`src/design/srf_pkg.sv`:
```
// Shared types and constants of the span resample filter.
// No dependencies; imported by every module of the block.
package srf_pkg;

  typedef logic [31:0] srf_pixel_t;  // red in [7:0] .. alpha in [31:24]

  typedef enum logic [1:0] {
    KIND_HALF,
    KIND_DBL_LEFT,
    KIND_DBL_RIGHT,
    KIND_SHARP
  } srf_kind_e;

  localparam logic [1:0] MODE_HALVE   = 2'd0;
  localparam logic [1:0] MODE_DOUBLE  = 2'd1;
  localparam logic [1:0] MODE_SHARPEN = 2'd2;

  localparam int unsigned CFG_IDX_W  = 1;
  localparam int unsigned CFG_DATA_W = 2;

  localparam logic [CFG_IDX_W-1:0] REG_FILTER_MODE  = 1'd0;
  localparam logic [CFG_IDX_W-1:0] REG_ALPHA_ENABLE = 1'd1;

  localparam int unsigned NUM_JOBS  = 4;
  localparam int unsigned JOB_IDX_W = 2;
  localparam int unsigned NUM_WIN   = 4;

  typedef struct packed {
    srf_kind_e kind;
    logic      sel;   // 0: taps q0..q3, 1: taps q1,q2,q3,q3
    logic      last;
  } srf_job_t;

  typedef struct packed {
    srf_pixel_t [NUM_WIN-1:0] pix;
    srf_job_t [NUM_JOBS-1:0]  jobs;
    logic [JOB_IDX_W:0]       njobs;
  } srf_rec_t;

  typedef struct packed {
    logic [7:0] in_red;
    logic [7:0] in_green;
    logic [7:0] in_blue;
    logic [7:0] in_alpha;
    logic       in_last;
  } srf_in_t;

  typedef struct packed {
    logic [7:0] out_red;
    logic [7:0] out_green;
    logic [7:0] out_blue;
    logic [7:0] out_alpha;
    logic       out_last;
  } srf_out_t;

endpackage

```
`src/design/srf_lane.sv`:
```
// One channel lane: evaluates the selected kernel on four 8-bit taps and clamps.
// Depends on srf_pkg.
module srf_lane (
  input  logic [7:0]         a_i,
  input  logic [7:0]         b_i,
  input  logic [7:0]         c_i,
  input  logic [7:0]         d_i,
  input  srf_pkg::srf_kind_e kind_i,
  output logic [7:0]         res_o
);
  import srf_pkg::*;

  logic signed [11:0] ea, eb, ec, ed, sum_s;
  logic [8:0]         scaled;

  assign ea = signed'({4'b0, a_i});
  assign eb = signed'({4'b0, b_i});
  assign ec = signed'({4'b0, c_i});
  assign ed = signed'({4'b0, d_i});

  // tap roles: prev = b, center = c, next = d; the halve kernel also uses a
  always_comb begin
    unique case (kind_i)
      KIND_HALF:      sum_s = ea + (eb <<< 1) + eb + (ec <<< 1) + ec + ed + 12'sd4;
      KIND_DBL_LEFT:  sum_s = (ec <<< 1) + ec + eb + 12'sd2;
      KIND_DBL_RIGHT: sum_s = (ec <<< 1) + ec + ed + 12'sd2;
      KIND_SHARP:     sum_s = (ec <<< 2) + (ec <<< 1) - eb - ed + 12'sd2;
      default:        sum_s = '0;
    endcase
  end

  assign scaled = (kind_i == KIND_HALF) ? {1'b0, sum_s[10:3]} : sum_s[10:2];
  assign res_o  = sum_s[11] ? 8'd0 : (scaled[8] ? 8'hFF : scaled[7:0]);

endmodule

```
`src/design/srf_window.sv`:
```
// Span window: edge replication, span position tracking and result planning.
// Depends on srf_pkg; feeds at most one record per accepted beat to srf_emitter.
module srf_window (
  input  logic                clk_i,
  input  logic                rst_ni,
  input  logic                accept_i,
  input  srf_pkg::srf_pixel_t pix_i,
  input  logic                last_i,
  input  logic [1:0]          mode_i,
  output srf_pkg::srf_rec_t   rec_o,
  output logic                push_o
);
  import srf_pkg::*;

  srf_pixel_t [2:0]         win_q;
  logic [1:0]               seen_q;
  logic                     parity_q;
  logic                     first;
  srf_pixel_t [NUM_WIN-1:0] q;
  srf_job_t [NUM_JOBS-1:0]  jobs;
  logic [JOB_IDX_W:0]       n;

  assign first = (seen_q == 2'd0);
  assign q[0]  = first ? pix_i : win_q[0];
  assign q[1]  = first ? pix_i : win_q[1];
  assign q[2]  = first ? pix_i : win_q[2];
  assign q[3]  = pix_i;

  always_comb begin
    jobs = '0;
    n    = '0;
    unique case (mode_i)
      MODE_HALVE: begin
        if (!parity_q && seen_q >= 2'd2) begin
          jobs[n[JOB_IDX_W-1:0]] = '{kind: KIND_HALF, sel: 1'b0, last: last_i};
          n = n + 3'd1;
        end
        if (last_i && parity_q) begin
          jobs[n[JOB_IDX_W-1:0]] = '{kind: KIND_HALF, sel: 1'b1, last: 1'b1};
          n = n + 3'd1;
        end
      end
      MODE_DOUBLE: begin
        if (!first) begin
          jobs[0] = '{kind: KIND_DBL_LEFT,  sel: 1'b0, last: 1'b0};
          jobs[1] = '{kind: KIND_DBL_RIGHT, sel: 1'b0, last: 1'b0};
          n = 3'd2;
        end
        if (last_i) begin
          jobs[n[JOB_IDX_W-1:0]] = '{kind: KIND_DBL_LEFT, sel: 1'b1, last: 1'b0};
          jobs[n[JOB_IDX_W-1:0] + 2'd1] = '{kind: KIND_DBL_RIGHT, sel: 1'b1, last: 1'b1};
          n = n + 3'd2;
        end
      end
      default: begin
        // sharpen, also the unused mode code
        if (!first) begin
          jobs[0] = '{kind: KIND_SHARP, sel: 1'b0, last: 1'b0};
          n = 3'd1;
        end
        if (last_i) begin
          jobs[n[JOB_IDX_W-1:0]] = '{kind: KIND_SHARP, sel: 1'b1, last: 1'b1};
          n = n + 3'd1;
        end
      end
    endcase
  end

  always_comb begin
    rec_o.pix   = q;
    rec_o.jobs  = jobs;
    rec_o.njobs = n;
  end

  assign push_o = accept_i && (n != '0);

  always_ff @(posedge clk_i or negedge rst_ni) begin
    if (!rst_ni) begin
      win_q    <= '0;
      seen_q   <= 2'd0;
      parity_q <= 1'b0;
    end else if (accept_i) begin
      win_q[0] <= q[1];
      win_q[1] <= q[2];
      win_q[2] <= pix_i;
      if (last_i) begin
        seen_q   <= 2'd0;
        parity_q <= 1'b0;
      end else begin
        if (seen_q != 2'd3) seen_q <= seen_q + 2'd1;
        parity_q <= ~parity_q;
      end
    end
  end

endmodule

```
`src/design/srf_emitter.sv`:
```
// Result emitter: two-entry record queue, job sequencer, four channel lanes,
// merge into the output register. Depends on srf_pkg and srf_lane.
module srf_emitter (
  input  logic              clk_i,
  input  logic              rst_ni,
  input  logic              push_i,
  input  srf_pkg::srf_rec_t rec_i,
  input  logic              alpha_en_i,
  output logic              full_o,
  output logic              out_valid_o,
  input  logic              out_stall_i,
  output srf_pkg::srf_out_t out_data_o
);
  import srf_pkg::*;

  srf_rec_t             rec_q [2];
  logic                 wr_ptr_q, rd_ptr_q;
  logic [1:0]           cnt_q, cnt_d;
  logic [JOB_IDX_W-1:0] job_idx_q;
  logic                 out_valid_q;
  srf_out_t             out_q, out_d;

  srf_rec_t   head;
  srf_job_t   job;
  logic       out_ready, issue, pop;
  srf_pixel_t pa, pb, pc, pd;
  logic [7:0] lane_res [4];

  assign head      = rec_q[rd_ptr_q];
  assign job       = head.jobs[job_idx_q];
  assign out_ready = !out_valid_q || !out_stall_i;
  assign issue     = (cnt_q != 2'd0) && out_ready;
  assign pop       = issue && ({1'b0, job_idx_q} == (head.njobs - 3'd1));
  assign full_o    = (cnt_q == 2'd2);
  assign cnt_d     = cnt_q + {1'b0, push_i} - {1'b0, pop};

  always_comb begin
    if (job.sel) begin
      pa = head.pix[1];
      pb = head.pix[2];
      pc = head.pix[3];
      pd = head.pix[3];
    end else begin
      pa = head.pix[0];
      pb = head.pix[1];
      pc = head.pix[2];
      pd = head.pix[3];
    end
  end

  for (genvar c = 0; c < 4; c++) begin : g_lane
    srf_lane u_lane (
      .a_i    (pa[8*c +: 8]),
      .b_i    (pb[8*c +: 8]),
      .c_i    (pc[8*c +: 8]),
      .d_i    (pd[8*c +: 8]),
      .kind_i (job.kind),
      .res_o  (lane_res[c])
    );
  end

  always_comb begin
    out_d.out_red   = lane_res[0];
    out_d.out_green = lane_res[1];
    out_d.out_blue  = lane_res[2];
    out_d.out_alpha = alpha_en_i ? lane_res[3] : 8'd0;
    out_d.out_last  = job.last;
  end

  always_ff @(posedge clk_i) begin
    if (push_i) rec_q[wr_ptr_q] <= rec_i;
    if (issue) out_q <= out_d;
  end

  always_ff @(posedge clk_i or negedge rst_ni) begin
    if (!rst_ni) begin
      wr_ptr_q    <= 1'b0;
      rd_ptr_q    <= 1'b0;
      cnt_q       <= 2'd0;
      job_idx_q   <= '0;
      out_valid_q <= 1'b0;
    end else begin
      cnt_q <= cnt_d;
      if (push_i) wr_ptr_q <= ~wr_ptr_q;
      if (pop) begin
        rd_ptr_q  <= ~rd_ptr_q;
        job_idx_q <= '0;
      end else if (issue) begin
        job_idx_q <= job_idx_q + 2'd1;
      end
      if (issue) begin
        out_valid_q <= 1'b1;
      end else if (!out_stall_i) begin
        out_valid_q <= 1'b0;
      end
    end
  end

  assign out_valid_o = out_valid_q;
  assign out_data_o  = out_q;

endmodule

```
`src/design/span_resample_filter_unit.sv`:
```
// Span resample filter top: takes one RGBA8 pixel per beat and, while the
// output is not stalled, issues one filtered pixel per cycle from a
// registered output fed through the record queue; halve and sharpen then
// sustain one source pixel per cycle. Double makes two results per source
// pixel, paced by the emitter producing one result per cycle. A span end can
// add up to two extra results, absorbed by a two-entry record queue. Config
// writes are always accepted. Depends on srf_pkg, srf_window, srf_emitter.
module span_resample_filter_unit (
  input  logic                              clk_i,
  input  logic                              rst_ni,
  input  logic                              in_valid_i,
  output logic                              in_stall_o,
  input  srf_pkg::srf_in_t                  in_data_i,
  output logic                              out_valid_o,
  input  logic                              out_stall_i,
  output srf_pkg::srf_out_t                 out_data_o,
  input  logic                              cfg_valid_i,
  output logic                              cfg_ready_o,
  input  logic [srf_pkg::CFG_IDX_W-1:0]     cfg_index_i,
  input  logic [srf_pkg::CFG_DATA_W-1:0]    cfg_data_i
);
  import srf_pkg::*;

  logic [1:0] mode_q;
  logic       alpha_en_q;
  logic       in_fire, full, push;
  srf_pixel_t pix;
  srf_rec_t   rec;

  assign cfg_ready_o = 1'b1;

  always_ff @(posedge clk_i or negedge rst_ni) begin
    if (!rst_ni) begin
      mode_q     <= MODE_HALVE;
      alpha_en_q <= 1'b1;
    end else if (cfg_valid_i && cfg_ready_o) begin
      unique case (cfg_index_i)
        REG_FILTER_MODE:  mode_q     <= cfg_data_i;
        REG_ALPHA_ENABLE: alpha_en_q <= cfg_data_i[0];
        default:          ;
      endcase
    end
  end

  assign in_stall_o = full;
  assign in_fire    = in_valid_i && !in_stall_o;
  assign pix = {in_data_i.in_alpha, in_data_i.in_blue, in_data_i.in_green, in_data_i.in_red};

  srf_window u_window (
    .clk_i    (clk_i),
    .rst_ni   (rst_ni),
    .accept_i (in_fire),
    .pix_i    (pix),
    .last_i   (in_data_i.in_last),
    .mode_i   (mode_q),
    .rec_o    (rec),
    .push_o   (push)
  );

  srf_emitter u_emitter (
    .clk_i       (clk_i),
    .rst_ni      (rst_ni),
    .push_i      (push),
    .rec_i       (rec),
    .alpha_en_i  (alpha_en_q),
    .full_o      (full),
    .out_valid_o (out_valid_o),
    .out_stall_i (out_stall_i),
    .out_data_o  (out_data_o)
  );

endmodule

```
`config.mk`:
```
export PLATFORM = sky130hd
export DESIGN_NAME = span_resample_filter_unit
export DESIGN_NICKNAME = d
export VERILOG_FILES = /design/src/design/srf_pkg.sv /design/src/design/srf_lane.sv /design/src/design/srf_window.sv /design/src/design/srf_emitter.sv /design/src/design/span_resample_filter_unit.sv
export SDC_FILE = /design/constraint.sdc
export NUM_CORES = 1
export LEC_CHECK = 0
export ABC_AREA = 1
export ABC_CLOCK_PERIOD_IN_PS = 12800
export BUFFER_PORTS_ARGS = -buffer_cell sky130_fd_sc_hd__clkbuf_2
export CAP_MARGIN = 20
export CELL_PAD_IN_SITES_DETAIL_PLACEMENT = 0
export CELL_PAD_IN_SITES_GLOBAL_PLACEMENT = 1
export CORE_ASPECT_RATIO = 0.75
export CORE_MARGIN = 2
export CORE_UTILIZATION = 30
export CTS_BUF_LIST = sky130_fd_sc_hd__clkbuf_2
export DETAILED_ROUTE_END_ITERATION = 16
export PLACE_DENSITY = 0.63
export SLEW_MARGIN = 20
export SYNTH_ARGS = -nofsm -noshare
export SYNTH_HDL_FRONTEND = slang
export SYNTH_SLANG_ARGS = --single-unit
```
`constraint.sdc`:
```
create_clock -name clk_i -period 12.8 [get_ports clk_i]
set_clock_uncertainty 0.1 [all_clocks]
set_input_delay 0.64 -clock clk_i [delete_from_list [all_inputs] [get_ports clk_i]]
set_output_delay 0.64 -clock clk_i [all_outputs]
set_load 0.01 [all_outputs]
```
==> summary.md <==
| Metric | Value |
|---|---|
| Status | finished clean |
| CTS tree | built |
| CP Data Required Time | 13.66 ns |
| Critical Path Max Stage Delay | 0.74 ns |
| Fill cells | 11.4k |
| PortBufs | 75 |
| Slack of the worst reg-to-reg path | 5.36 ns |
| DR WL met3 | 4.89 mm |
| Worst Path Arrival | about 8.3 ns |
| Share of cells above drive strength 1 | 0.124 |
| Core area | 107000 µm² |
| Vias in the first global route | between 20k and 25k |
| Synth warn | 0 |
| Post-CTS setup buffer count | 0 |
| Max_cap viols | 0 |
| Inserted Clock Buffers | 106 |
| DRC viols | 0 |
| H-tree depth | 3 |
| Average vias per placed instance | 4.58 |
| Wl on met1 | 50.7 mm |
| GRT Residual Overflow | 0 |
| Hold Vio Cnt, Final | 0 |
| Area of the multi-input gates | 17600 µm² |
| Asr flop ratio synth | 0.261 |
| Initial antenna violation count | 16 |
| Max-slew violations | 0 |
| Worst skew pair latency | 1.31 ns |
| Nets | roughly 4.5k |
| First-pass GRT wire length | 145 mm |
| Top-area cell type share of the netlist area | 0.286 |
| Maximum clock rate | approximately 130 MHz |
| Die Ht | between 200 and 300 µm |
| Largest cells by area after synthesis | edfxtp_1, ha_1, nand2_1, dfrtp_1, fa_1 |
| Number of cell rows | 104 |
| Top Metal Used | met5 |
| CP Launch Type | register |
| Slew margin rel. | 0.283 |
| Sum Neg Setup Slack | 0 ns |
| TritonCTS Sinks | about 420 |
| Routed Wire Length | 93.6 mm |
| Overall routing resource usage | 0.170 |
| Ys flop type | edfxtp_1 |
| Largest net degree at the start of global routing | 100 |
| Syn nets | about 4.3k |
| DIE WIDTH | roughly 380 µm |
| Worst Path Max Fanout | 49 |
| Fin crit period | 7.44 ns |
| Worst setup path class | reg -> reg |
| Sequential fraction of the synthesis area | 0.370 |
| Final worst-path cycle share | 0.582 |
| Die ar. | approximately 110000 µm² |
| Most common cell in the netlist | nand2_1 |
| Post-Syn Area | 32400 µm² |
| Storage element area | 12000 µm² |
| Min-delay worst type | in -> reg |
| Iteration count of the initial detailed-routing pass | 5 |
| Iter 0 DRT Violations | 1798 |
| Drt wl/cell | 17.0 µm |
| Most frequent cells after synthesis | nand2_1, inv_1, ha_1, o21ai_0, edfxtp_1 |
| Clock-pin slew on the worst setup and hold paths | 0.11 ns |
| CP max stage cell | dfrtp_4 |
| Post-DRT Antenna Nets | 0 |
| Most used cell, CP | nand2_1 |
| Maximum clock path buffer count | 3 |
| Metal2 WL | 36.6 mm |
| Yosys top cell by area | edfxtp_1 |
| Unrepaired setup endpoints after global routing | false |
| FF+latch count, synth | 418 |
| Setup violators final | 0 |
| EDFF count, synth | approximately 310 |
| CP endpoint kind | register |
| Vias | about 25k |
| I/O pins | 77 |
| Worst Max-Slew Pin Slew | around 1.1 ns |
| Post-Syn Area per Cell | 8.57 µm² |
| Synthesized instance count | 3784 |
| Yosys cell types | 59 |
| Initial core utilization | 0.302 |
| Root Driver | clkbuf_2 |
| Area Overhead vs Synth | 11.5% |
| Detailed Place HPWL | 69.5 mm |
| Placer's final routability congestion estimate | 0.874 |
==> per-layer routing <==
layer  vias up  global-route usage
met5         -                   0
met4         8              0.0344
met3        92              0.0321
met2       510               0.238
met1     11800               0.268
li1      12800                   -
==> timing repair <==
item                                   4_1_cts  5_1_grt
endpoints found under the hold margin      489        0
hold buffers                                74        0
resized for setup                            0        0
==> cell type report <==
class / count / area share
multi-input combinational: 2638 / 0.486
sequential: 418 / 0.332
inverter: 633 / 0.0659
tap: 1431 / 0.0495
timing repair buffer: 171 / 0.0367
clock buffer: 152 / 0.0210
clock inverter: 49 / 0.00872
antenna: 4 / 0.000277
==> kinds of logic (layout without fill, tap and decap cells) <==
family | Yosys count | in the layout | synth area share
other | 1 | 5 | 0.000116
AO/OA/AOI/OAI | 627 | 627 | 0.113
adder cells (fa/ha/maj) | 441 | 441 | 0.198
AND/OR/NAND/NOR | 1438 | 1438 | 0.192
buffers and inverters | 728 | 1005 | 0.0896
multiplexers | 38 | 38 | 0.0117
XOR/XNOR | 93 | 93 | 0.0251
flip-flops | 418 | 418 | 0.370
==> path summary, 6_finish.rpt <==
check	start	endpoint	cells past startpoint
max in group asynchronous	rst_ni	u_window.win_q[14]	4
max reg2reg	u_emitter.rd_ptr_q	u_emitter.out_data_o[31]	28
min in group asynchronous	rst_ni	alpha_en_q	3
min reg2reg	u_window.win_q[86]	u_window.win_q[86]	2
max	u_emitter.rd_ptr_q	u_emitter.out_data_o[31]	28
min	in_data_i[17]	u_emitter.rec_q[1][123]	2
==> per-stage QoR <==
stage | std cells | util | setup slack (ns) | hold slack [ns] | instance area [µm²]
floorplan | 3784 | - | 4.44 | 0.244 | 32400
global placement | 5216 | 0.320 | 5.35 | 0.362 | 34300
detailed placement | 5216 | 0.320 | 5.29 | 0.365 | 34300
CTS | 5491 | 0.337 | 5.24 | 0.00287 | 36100
global route | 5496 | 0.337 | 4.59 | 0.0392 | 36100
finish | 5496 | 0.337 | 5.36 | 0.178 | 36100
==> sequential cells by signal (all words and copies together) (netlist names) <==
register and flops:
u_window.parity_q 1, u_emitter.out_valid_o 1, u_emitter.rd_ptr_q 1, u_emitter.wr_ptr_q 1
mode_q 2, u_emitter.rec_q 276, u_window.seen_q 2, u_emitter.cnt_q 2
alpha_en_q 1, u_emitter.job_idx_q 2, u_emitter.out_data_o 33, u_window.win_q 96
==> worst max-delay path: cells and delay by family, from the launching register on <==
kind	cells	cell delay, ns
fa+ha+maj	5	1.91
compound gates	5	0.88
flops	1	0.74
simple gates	11	1.62
buf+inv	7	1.88
==> placed cells by master, fill, tap and decap left out, types with 17 or more instances in the layout <==
cell type,count
dfrtp_1,107
inv_2,33
xnor2_1,21
nor2_1,169
a21oi_1,140
or2_1,17
edfxtp_1,309
dlygate4sd3_1,73
clkinv_1,31
clkbuf_2,226
nand2_2,57
o21ai_2,24
o21bai_1,41
o21ai_1,19
fa_1,120
ha_1,320
buf_4,21
or2_2,76
inv_1,596
o21ai_0,316
nand2_1,887
xor2_1,72
nor3_1,19
nand3_1,152
mux2i_1,38
Power is left out: the tool's default activity adds up to more than one toggle a clock period on the data nets, which glitch-free logic cannot reach.
